<file path="src/rtl/hill_cipher_block_multiply_defines.svh">
// Assertion macros shared by the Hill cipher RTL.
`ifndef HILL_CIPHER_BLOCK_MULTIPLY_DEFINES_SVH
`define HILL_CIPHER_BLOCK_MULTIPLY_DEFINES_SVH

// The consequent must hold in the same cycle as the antecedent.
`define HCBM_ASSERT_NOW(label, clk, rstn, ante, cons, msg) \
    label: assert property (@(posedge clk) disable iff (!rstn) (ante) |-> (cons)) \
        else $error(msg);

// The consequent must hold in the cycle after the antecedent.
`define HCBM_ASSERT_NEXT(label, clk, rstn, ante, cons, msg) \
    label: assert property (@(posedge clk) disable iff (!rstn) (ante) |=> (cons)) \
        else $error(msg);

`endif

</file>
<file path="src/rtl/hcbm_pkg.sv">
`default_nettype none
package hcbm_pkg;

    localparam int LETTER_W      = 5;
    localparam int SIZE_W        = 3;
    localparam int KEY_W         = 20;
    localparam int KEY_ROWS      = 4;
    localparam int CFG_ADDR_W    = 3;
    localparam int CFG_DATA_W    = 20;
    localparam int MAX_BLOCK_DEF = 4;

    localparam logic [LETTER_W-1:0] ALPHA      = 5'd26;
    localparam logic [LETTER_W-1:0] PAD_LETTER = 5'd25;
    localparam logic [SIZE_W-1:0]   SIZE_RST   = 3'd2;

    typedef enum logic [CFG_ADDR_W-1:0] {
        CFG_BLOCK_SIZE = 3'd0,
        CFG_KEY_ROW_0  = 3'd1,
        CFG_KEY_ROW_1  = 3'd2,
        CFG_KEY_ROW_2  = 3'd3,
        CFG_KEY_ROW_3  = 3'd4
    } cfg_index_t;

    typedef struct packed {
        logic [LETTER_W-1:0] letter_in;
        logic                message_end;
    } in_word_t;

    typedef struct packed {
        logic [LETTER_W-1:0] letter_out;
        logic                final_out;
    } out_word_t;

    typedef struct packed {
        logic [SIZE_W-1:0] size;
        logic              last;
    } blk_ctl_t;

    // Reduces a 5-bit value that is below twice the alphabet size.
    function automatic logic [LETTER_W-1:0] mod_alpha(input logic [LETTER_W-1:0] v);
        return (v >= ALPHA) ? (v - ALPHA) : v;
    endfunction

endpackage
`default_nettype wire

</file>
<file path="src/rtl/hcbm_collect.sv">
`default_nettype none
`include "hill_cipher_block_multiply_defines.svh"
module hcbm_collect #(
    parameter int MAX_BLOCK = hcbm_pkg::MAX_BLOCK_DEF
) (
    input  wire logic                                        aclk,
    input  wire logic                                        aresetn,
    input  wire logic                                        s_valid,
    output logic                                             s_ready,
    input  wire hcbm_pkg::in_word_t                          s_data,
    input  wire logic [hcbm_pkg::SIZE_W-1:0]                 eff_size,
    output logic                                             b_valid,
    input  wire logic                                        b_ready,
    output logic [MAX_BLOCK-1:0][hcbm_pkg::LETTER_W-1:0]     b_letters,
    output hcbm_pkg::blk_ctl_t                               b_ctl
);
    import hcbm_pkg::*;

    localparam int IDX_W = (MAX_BLOCK > 1) ? $clog2(MAX_BLOCK) : 1;

    logic [MAX_BLOCK-1:0][LETTER_W-1:0] store_reg;
    logic [SIZE_W-1:0]                  fill_reg;
    logic [SIZE_W-1:0]                  fill_inc;
    logic                               b_valid_reg;
    logic [MAX_BLOCK-1:0][LETTER_W-1:0] b_letters_reg;
    logic [MAX_BLOCK-1:0][LETTER_W-1:0] b_letters_next;
    blk_ctl_t                           b_ctl_reg;
    logic                               accept;
    logic                               emit;

    assign s_ready   = !b_valid_reg || b_ready;
    assign accept    = s_valid && s_ready;
    assign fill_inc  = fill_reg + SIZE_W'(1);
    assign emit      = (fill_inc >= eff_size) || s_data.message_end;
    assign b_valid   = b_valid_reg;
    assign b_letters = b_letters_reg;
    assign b_ctl     = b_ctl_reg;

    // A short block is padded out with the letter Z.
    always_comb begin
        for (int j = 0; j < MAX_BLOCK; j++) begin
            if (SIZE_W'(j) == fill_reg) begin
                b_letters_next[j] = s_data.letter_in;
            end else if (SIZE_W'(j) < fill_reg) begin
                b_letters_next[j] = store_reg[j];
            end else begin
                b_letters_next[j] = PAD_LETTER;
            end
        end
    end

    always_ff @(posedge aclk) begin
        if (!aresetn) begin
            fill_reg    <= '0;
            b_valid_reg <= 1'b0;
        end else begin
            if (accept) begin
                fill_reg <= emit ? '0 : fill_inc;
            end
            if (accept && emit) begin
                b_valid_reg <= 1'b1;
            end else if (b_ready) begin
                b_valid_reg <= 1'b0;
            end
        end
    end

    always_ff @(posedge aclk) begin
        if (accept) begin
            store_reg[fill_reg[IDX_W-1:0]] <= s_data.letter_in;
        end
        if (accept && emit) begin
            b_letters_reg  <= b_letters_next;
            b_ctl_reg.size <= eff_size;
            b_ctl_reg.last <= s_data.message_end;
        end
    end

    `HCBM_ASSERT_NOW(a_fill_below_max, aclk, aresetn, 1'b1, fill_reg < SIZE_W'(MAX_BLOCK), "Fill count reached the block depth.")
    `HCBM_ASSERT_NEXT(a_block_held, aclk, aresetn, b_valid_reg && !b_ready, b_valid_reg && $stable(b_letters_reg), "Pending block was lost while stalled.")

endmodule
`default_nettype wire

</file>
<file path="src/rtl/hcbm_dot.sv">
`default_nettype none
module hcbm_dot #(
    parameter int MAX_BLOCK = hcbm_pkg::MAX_BLOCK_DEF,
    parameter int SUM_W     = 12
) (
    input  wire logic                                                aclk,
    input  wire logic                                                aresetn,
    input  wire logic                                                b_valid,
    output logic                                                     b_ready,
    input  wire logic [MAX_BLOCK-1:0][hcbm_pkg::LETTER_W-1:0]        b_letters,
    input  wire hcbm_pkg::blk_ctl_t                                  b_ctl,
    input  wire logic [hcbm_pkg::KEY_ROWS-1:0][hcbm_pkg::KEY_W-1:0]  key_rows,
    output logic                                                     c_valid,
    input  wire logic                                                c_ready,
    output logic [MAX_BLOCK-1:0][SUM_W-1:0]                          c_sums,
    output hcbm_pkg::blk_ctl_t                                       c_ctl
);
    import hcbm_pkg::*;

    localparam int PROD_W = 2 * LETTER_W;

    logic [MAX_BLOCK-1:0][MAX_BLOCK-1:0][PROD_W-1:0] prod;
    logic [MAX_BLOCK-1:0][SUM_W-1:0]                 sum_next;
    logic [MAX_BLOCK-1:0][SUM_W-1:0]                 sums_reg;
    logic                                            c_valid_reg;
    blk_ctl_t                                        c_ctl_reg;

    assign b_ready = !c_valid_reg || c_ready;
    assign c_valid = c_valid_reg;
    assign c_sums  = sums_reg;
    assign c_ctl   = c_ctl_reg;

    always_comb begin
        for (int i = 0; i < MAX_BLOCK; i++) begin
            for (int j = 0; j < MAX_BLOCK; j++) begin
                prod[i][j] = PROD_W'(mod_alpha(key_rows[i][LETTER_W*j +: LETTER_W]))
                           * PROD_W'(mod_alpha(b_letters[j]));
            end
        end
    end

    // Columns past the block size do not take part in the product.
    always_comb begin
        for (int i = 0; i < MAX_BLOCK; i++) begin
            sum_next[i] = '0;
            for (int j = 0; j < MAX_BLOCK; j++) begin
                if (SIZE_W'(j) < b_ctl.size) begin
                    sum_next[i] = sum_next[i] + SUM_W'(prod[i][j]);
                end
            end
        end
    end

    always_ff @(posedge aclk) begin
        if (!aresetn) begin
            c_valid_reg <= 1'b0;
        end else if (b_ready) begin
            c_valid_reg <= b_valid;
        end
    end

    always_ff @(posedge aclk) begin
        if (b_valid && b_ready) begin
            sums_reg  <= sum_next;
            c_ctl_reg <= b_ctl;
        end
    end

endmodule
`default_nettype wire

</file>
<file path="src/rtl/hcbm_serial.sv">
`default_nettype none
`include "hill_cipher_block_multiply_defines.svh"
module hcbm_serial #(
    parameter int MAX_BLOCK = hcbm_pkg::MAX_BLOCK_DEF,
    parameter int SUM_W     = 12
) (
    input  wire logic                         aclk,
    input  wire logic                         aresetn,
    input  wire logic                         c_valid,
    output logic                              c_ready,
    input  wire logic [MAX_BLOCK-1:0][SUM_W-1:0] c_sums,
    input  wire hcbm_pkg::blk_ctl_t           c_ctl,
    output logic                              m_valid,
    input  wire logic                         m_ready,
    output hcbm_pkg::out_word_t               m_data
);
    import hcbm_pkg::*;

    localparam int IDX_W       = (MAX_BLOCK > 1) ? $clog2(MAX_BLOCK) : 1;
    localparam int RECIP_SHIFT = 16;
    localparam int RECIP_W     = 12;
    localparam int MUL_W       = SUM_W + RECIP_W;
    localparam logic [RECIP_W-1:0] RECIP = 12'd2520;

    logic                               d_valid_reg;
    logic [IDX_W-1:0]                   beat_reg;
    logic [MAX_BLOCK-1:0][LETTER_W-1:0] res_reg;
    logic [SIZE_W-1:0]                  size_reg;
    logic                               last_reg;
    logic                               last_beat;

    // The scaled reciprocal underestimates the quotient by at most one.
    function automatic logic [LETTER_W-1:0] mod_sum(input logic [SUM_W-1:0] s);
        logic [MUL_W-1:0] scaled;
        logic [SUM_W-1:0] quo;
        logic [SUM_W-1:0] rem;
        scaled = MUL_W'(s) * MUL_W'(RECIP);
        quo    = SUM_W'(scaled >> RECIP_SHIFT);
        rem    = s - SUM_W'(quo * SUM_W'(ALPHA));
        if (rem >= SUM_W'(ALPHA)) begin
            rem = rem - SUM_W'(ALPHA);
        end
        return LETTER_W'(rem);
    endfunction

    assign last_beat         = (SIZE_W'(beat_reg) == size_reg - SIZE_W'(1));
    assign c_ready           = !d_valid_reg || (m_ready && last_beat);
    assign m_valid           = d_valid_reg;
    assign m_data.letter_out = res_reg[beat_reg];
    assign m_data.final_out  = last_reg && last_beat;

    always_ff @(posedge aclk) begin
        if (!aresetn) begin
            d_valid_reg <= 1'b0;
            beat_reg    <= '0;
        end else if (c_ready) begin
            d_valid_reg <= c_valid;
            beat_reg    <= '0;
        end else if (m_ready) begin
            beat_reg <= beat_reg + IDX_W'(1);
        end
    end

    always_ff @(posedge aclk) begin
        if (c_valid && c_ready) begin
            for (int i = 0; i < MAX_BLOCK; i++) begin
                res_reg[i] <= mod_sum(c_sums[i]);
            end
            size_reg <= c_ctl.size;
            last_reg <= c_ctl.last;
        end
    end

    `HCBM_ASSERT_NOW(a_letter_range, aclk, aresetn, d_valid_reg, m_data.letter_out < ALPHA, "Result letter is outside the alphabet.")
    `HCBM_ASSERT_NOW(a_beat_range, aclk, aresetn, d_valid_reg, SIZE_W'(beat_reg) < size_reg, "Output beat ran past the block size.")
    `HCBM_ASSERT_NEXT(a_drain, aclk, aresetn, d_valid_reg && m_ready && last_beat && !c_valid, !d_valid_reg, "Result stayed valid after its last word.")

endmodule
`default_nettype wire

</file>
<file path="src/rtl/hill_cipher_block_multiply.sv">
// A block's first result word is valid after the collect, dot and serial registers.
// With m_ready high: one letter word per cycle sustained; a block emits one word per cycle.
// A short block closed by message_end yields up to MAX_BLOCK words and stalls input meanwhile.
// Reset (aresetn low at a clock edge) empties the pipeline, clears the fill count,
// sets block_size to 2 and all key rows to zero.
`default_nettype none
module hill_cipher_block_multiply #(
    parameter int MAX_BLOCK = hcbm_pkg::MAX_BLOCK_DEF
) (
    input  wire logic                                aclk,
    input  wire logic                                aresetn,
    input  wire logic                                cfg_wr_en,
    input  wire logic [hcbm_pkg::CFG_ADDR_W-1:0]     cfg_addr,
    input  wire logic [hcbm_pkg::CFG_DATA_W-1:0]     cfg_wdata,
    input  wire logic                                s_valid,
    output logic                                     s_ready,
    input  wire hcbm_pkg::in_word_t                  s_data,
    output logic                                     m_valid,
    input  wire logic                                m_ready,
    output hcbm_pkg::out_word_t                      m_data
);
    import hcbm_pkg::*;

    localparam int SUM_W = $clog2(MAX_BLOCK * (ALPHA - 1) * (ALPHA - 1) + 1);

    logic [SIZE_W-1:0]                  block_size_reg;
    logic [KEY_ROWS-1:0][KEY_W-1:0]     key_row_reg;
    logic [SIZE_W-1:0]                  eff_size;
    logic                               b_valid;
    logic                               b_ready;
    logic [MAX_BLOCK-1:0][LETTER_W-1:0] b_letters;
    blk_ctl_t                           b_ctl;
    logic                               c_valid;
    logic                               c_ready;
    logic [MAX_BLOCK-1:0][SUM_W-1:0]    c_sums;
    blk_ctl_t                           c_ctl;

    always_ff @(posedge aclk) begin
        if (!aresetn) begin
            block_size_reg <= SIZE_RST;
            key_row_reg    <= '0;
        end else if (cfg_wr_en) begin
            case (cfg_addr)
                CFG_BLOCK_SIZE: block_size_reg <= cfg_wdata[SIZE_W-1:0];
                CFG_KEY_ROW_0:  key_row_reg[0] <= cfg_wdata[KEY_W-1:0];
                CFG_KEY_ROW_1:  key_row_reg[1] <= cfg_wdata[KEY_W-1:0];
                CFG_KEY_ROW_2:  key_row_reg[2] <= cfg_wdata[KEY_W-1:0];
                CFG_KEY_ROW_3:  key_row_reg[3] <= cfg_wdata[KEY_W-1:0];
                default: begin
                end
            endcase
        end
    end

    // A block size of zero acts as one; sizes above the depth are clamped.
    always_comb begin
        if (block_size_reg == '0) begin
            eff_size = SIZE_W'(1);
        end else if (block_size_reg > SIZE_W'(MAX_BLOCK)) begin
            eff_size = SIZE_W'(MAX_BLOCK);
        end else begin
            eff_size = block_size_reg;
        end
    end

    hcbm_collect #(
        .MAX_BLOCK (MAX_BLOCK)
    ) u_collect (
        .aclk      (aclk),
        .aresetn   (aresetn),
        .s_valid   (s_valid),
        .s_ready   (s_ready),
        .s_data    (s_data),
        .eff_size  (eff_size),
        .b_valid   (b_valid),
        .b_ready   (b_ready),
        .b_letters (b_letters),
        .b_ctl     (b_ctl)
    );

    hcbm_dot #(
        .MAX_BLOCK (MAX_BLOCK),
        .SUM_W     (SUM_W)
    ) u_dot (
        .aclk      (aclk),
        .aresetn   (aresetn),
        .b_valid   (b_valid),
        .b_ready   (b_ready),
        .b_letters (b_letters),
        .b_ctl     (b_ctl),
        .key_rows  (key_row_reg),
        .c_valid   (c_valid),
        .c_ready   (c_ready),
        .c_sums    (c_sums),
        .c_ctl     (c_ctl)
    );

    hcbm_serial #(
        .MAX_BLOCK (MAX_BLOCK),
        .SUM_W     (SUM_W)
    ) u_serial (
        .aclk    (aclk),
        .aresetn (aresetn),
        .c_valid (c_valid),
        .c_ready (c_ready),
        .c_sums  (c_sums),
        .c_ctl   (c_ctl),
        .m_valid (m_valid),
        .m_ready (m_ready),
        .m_data  (m_data)
    );

endmodule
`default_nettype wire

</file>
<file path="config.mk">
export PLATFORM = sky130hd
export DESIGN_NAME = hill_cipher_block_multiply
export DESIGN_NICKNAME = d
export VERILOG_FILES = /design/src/rtl/hcbm_pkg.sv /design/src/rtl/hcbm_collect.sv /design/src/rtl/hcbm_dot.sv /design/src/rtl/hcbm_serial.sv /design/src/rtl/hill_cipher_block_multiply.sv
export VERILOG_INCLUDE_DIRS = /design/src /design/src/rtl
export SDC_FILE = /design/constraint.sdc
export NUM_CORES = 2
export LEC_CHECK = 0
export ABC_AREA = 1
export BUFFER_PORTS_ARGS = -buffer_cell sky130_fd_sc_hd__buf_2
export CAP_MARGIN = 20
export CORE_ASPECT_RATIO = 0.6
export CORE_MARGIN = 2
export CORE_UTILIZATION = 65
export DETAILED_ROUTE_END_ITERATION = 6
export GPL_TIMING_DRIVEN = 0
export PLACE_DENSITY = 0.82
export SLEW_MARGIN = 20
export SYNTH_ARGS = -nofsm -noshare
export SYNTH_HDL_FRONTEND = slang
export SYNTH_HIERARCHICAL = 1
export SYNTH_SLANG_ARGS = --single-unit
</file>
<file path="constraint.sdc">
create_clock -name aclk -period 13.8 [get_ports aclk]
set_input_delay 1.38 -clock aclk [delete_from_list [all_inputs] [get_ports aclk]]
set_output_delay 1.38 -clock aclk [all_outputs]
set_load 0.01 [all_outputs]
</file>
==> summary.md <==
| Metric | Value |
|---|---|
| CP most frequent cell | fa_1 |
| Post-synthesis simple-gate area fraction | 0.259 |
| Skew final | about 37 ps |
| Worst rel slew slack | 0.152 |
| Post-Syn Nets | 6913 |
| Mapped cell area | around 0.042 mm² |
| Die Area | 0.0661 mm² |
| Multi-input logic area | approximately 0.03 mm² |
| CP bufs+invs | 10 |
| Slowest cell delay on critical path | 700 ps |
| Max Slew Vio Count | 0 |
| Avg Cell Area, Syn | between 7 and 8 µm² |
| Crit. End Element | flip-flop |
| Number of buffers added on ports | 41 |
| Core area | 0.0630 mm² |
| Max Fclk | 0.0775 GHz |
| Hold-critical path depth | 0 |
| Final hold slack | between 400 and 500 ps |
| Number of distinct library cells after synthesis | 55 |
| Die H | ~200 µm |
| DR pass1 iterations | 7 |
| Final setup viols | 0 |
| # nets final | 6980 |
| Number of flip-flops in the largest register | 80 |
| Postcts setup bufs | 0 |
| Levels on crit path | 47 |
| Synth Area in Compound Gates | 0.0686 |
| Initial antenna violation count | 0 |
| Worst EP arrival | 13240 ps |
| Number of synthesized flops with an enable pin | 120 |
| Clk_lat worst skew | roughly 580 ps |
| Root Driver | clkbuf_16 |
| R2R Setup Slk | between 800 and 900 ps |
| Final hold viol count | 0 |
| MaxCap Viol Count | 0 |
| Final core occ | 0.692 |
| DRC errors left | 0 |
| Via count | between 30000 and 40000 |
| Post-DP HPWL | 101000 µm |
| Yosys warns | 6 |
| Synth top area cells | ha_1 (20%), fa_1 (19%), nand2_1 (13%), inv_1 (12%), edfxtp_1 (8.7%) |
| Antenna Cells | 0 |
| FF+latch area | about 0.0054 mm² |
| Main combinational cell family by area after synthesis | adder cells |
| Register area share after synthesis | 0.131 |
| IO Count | between 40 and 50 |
| Area fraction of the dominant cell type after synthesis | 0.196 |
| TritonCTS buffer count | 22 |
| Final wirelength | 117000 µm |
| Fin crit period | about 13000 ps |
| Final Cycle Share | 0.936 |
| Fraction of layout cells with a size suffix above 1 | 0.0410 |
| Critical path startpoint category | flip-flop |
| Setup TNS | 0 ps |
| Max clock buf depth | 3 |
| Area of placed instances | 0.0429 mm² |
| Overall routing resource usage | 0.363 |
| Design area | 0.0436 mm² |
| Asr flop ratio synth | 0 |
| RSZ-0062 raised after global routing | no |
| Top_reg_cell synth | edfxtp_1 |
| Routability cong. | ~1.1 |
| Seq cells post-synth | ~210 |
| Worst min-delay path class | flip-flop to flip-flop |
| Area grow syn2layout | 4.85% |
| CP Data Required Time | 14130 ps |
| First-pass GRT wire length | 188000 µm |
| Crit-path max FO | 10 |
| WL/cell | around 17 µm |
| Multiplexer share of the synthesized area | 0.000963 |
| CTS tree | yes |
| GR Overflow Total | 0 |
| # fillers | approximately 5400 |
| Vias in the first global route | around 36000 |
| Num Clock Sinks | about 210 |
| Post-route ant nets | 0 |
| DR iter-0 viols | about 4400 |
| H-tree level count | 1 |
| Status | finished clean |
| Hold buffers post-CTS | 0 |
| Crit-path leading delay family | adder cells |
| WS Path Type | flip-flop to flip-flop |
| Measured slew at the worst slew-check pin | between 1000 and 1500 ps |
| Register clock-pin slew on the reported worst setup and hold paths | 70 ps |
| Post-Synth XOR/XNOR Area | 0.0206 |
| Slowest CP cell | o21ai_1 |
| Die width | 330 µm |
| Cell taking the most area after synthesis | ha_1 |
| Post-synthesis adder-cell area fraction | 0.391 |
| Resized Gates After CTS | 0 |
| Cells after Synth | around 5800 |
| Starting density of the core | 0.660 |
| Reg2reg path depth | 47 |
| Vias/cell | about 5.6 |
| Pin count of the biggest net entering global routing | 25 |
| Rows | 71 |
==> worst paths after layout <==
check	start	end
hold reg to reg	u_dot/c_ctl[0]	u_serial/last_reg
setup / recovery	u_collect/b_letters[1]	u_dot/c_sums[35]
hold / removal	u_dot/c_ctl[0]	u_serial/last_reg
setup reg to reg	u_collect/b_letters[1]	u_dot/c_sums[35]
==> Yosys cell counts (46+ instances only) <==
cell type / count
nor2_1: 554
ha_1: 652
fa_1: 404
edfxtp_1: 120
o21ai_0: 164
inv_1: 1284
nand2_1: 1404
nand4_1: 60
xor2_1: 62
dfxtp_1: 91
buf_2: 46
nand3_1: 419
a21oi_1: 207
==> worst reg2reg max path, delay by kind of cell (launching register included) <==
kind,cells,cell delay [ps]
buffers and inverters,10,990
flip-flops,1,670
adder cells (fa/ha/maj),17,7500
XOR/XNOR,2,350
AO/OA/AOI/OAI,4,1340
AND/OR/NAND/NOR,14,1800
==> per-stage QoR <==
stage               instances  setup slack, ps
floorplan                5823             2870
global placement         6703             1380
detailed placement       6705             1250
CTS                      6744             1230
global route             6744              298
finish                   6744              890
==> area by class of cell <==
class                           instances  share of cell area
Clock buffer                           29              0.0135
Timing Repair Buffer                   43             0.00597
Tap cell                              839              0.0241
Buffer                                 92              0.0111
Sequential cell                       211               0.124
Multi-Input combinational cell       4220               0.707
Clock inverter                         10             0.00204
Inverter                             1300               0.112
==> kinds of logic after synthesis <==
group / count (synthesis)
xor+xnor: 97
buf+inv: 1392
mux: 4
compound gates: 500
fa+ha+maj: 1056
simple gates: 2563
flops: 211
==> routing by layer <==
layer / global-route usage / up-vias / routed length, µm
met5: 0 / - / 0
met4: 0.0577 / 0 / 1800
met3: 0.144 / 162 / 18600
met2: 0.507 / 1953 / 44400
met1: 0.534 / 17600 / 52400
li1: - / 18300 / -
==> cell usage in the layout, fill, tap and decap left out, types with 22 or more instances in the layout <==
cell type  count
inv_1       1284
o21ai_0      164
xor2_1        62
clkbuf_1      30
nand4_1       60
xnor2_1       34
nand2_1     1404
dfxtp_1       91
clkbuf_16     22
edfxtp_1     120
nand3_1      419
ha_1         652
nor2_1       553
nand3b_1      25
fa_1         404
buf_2         87
and2_1        23
a21oi_1      205
o21bai_1      33
Power is left out: the tool's default activity adds up to more than one toggle a clock period on the data nets, which glitch-free logic cannot reach.
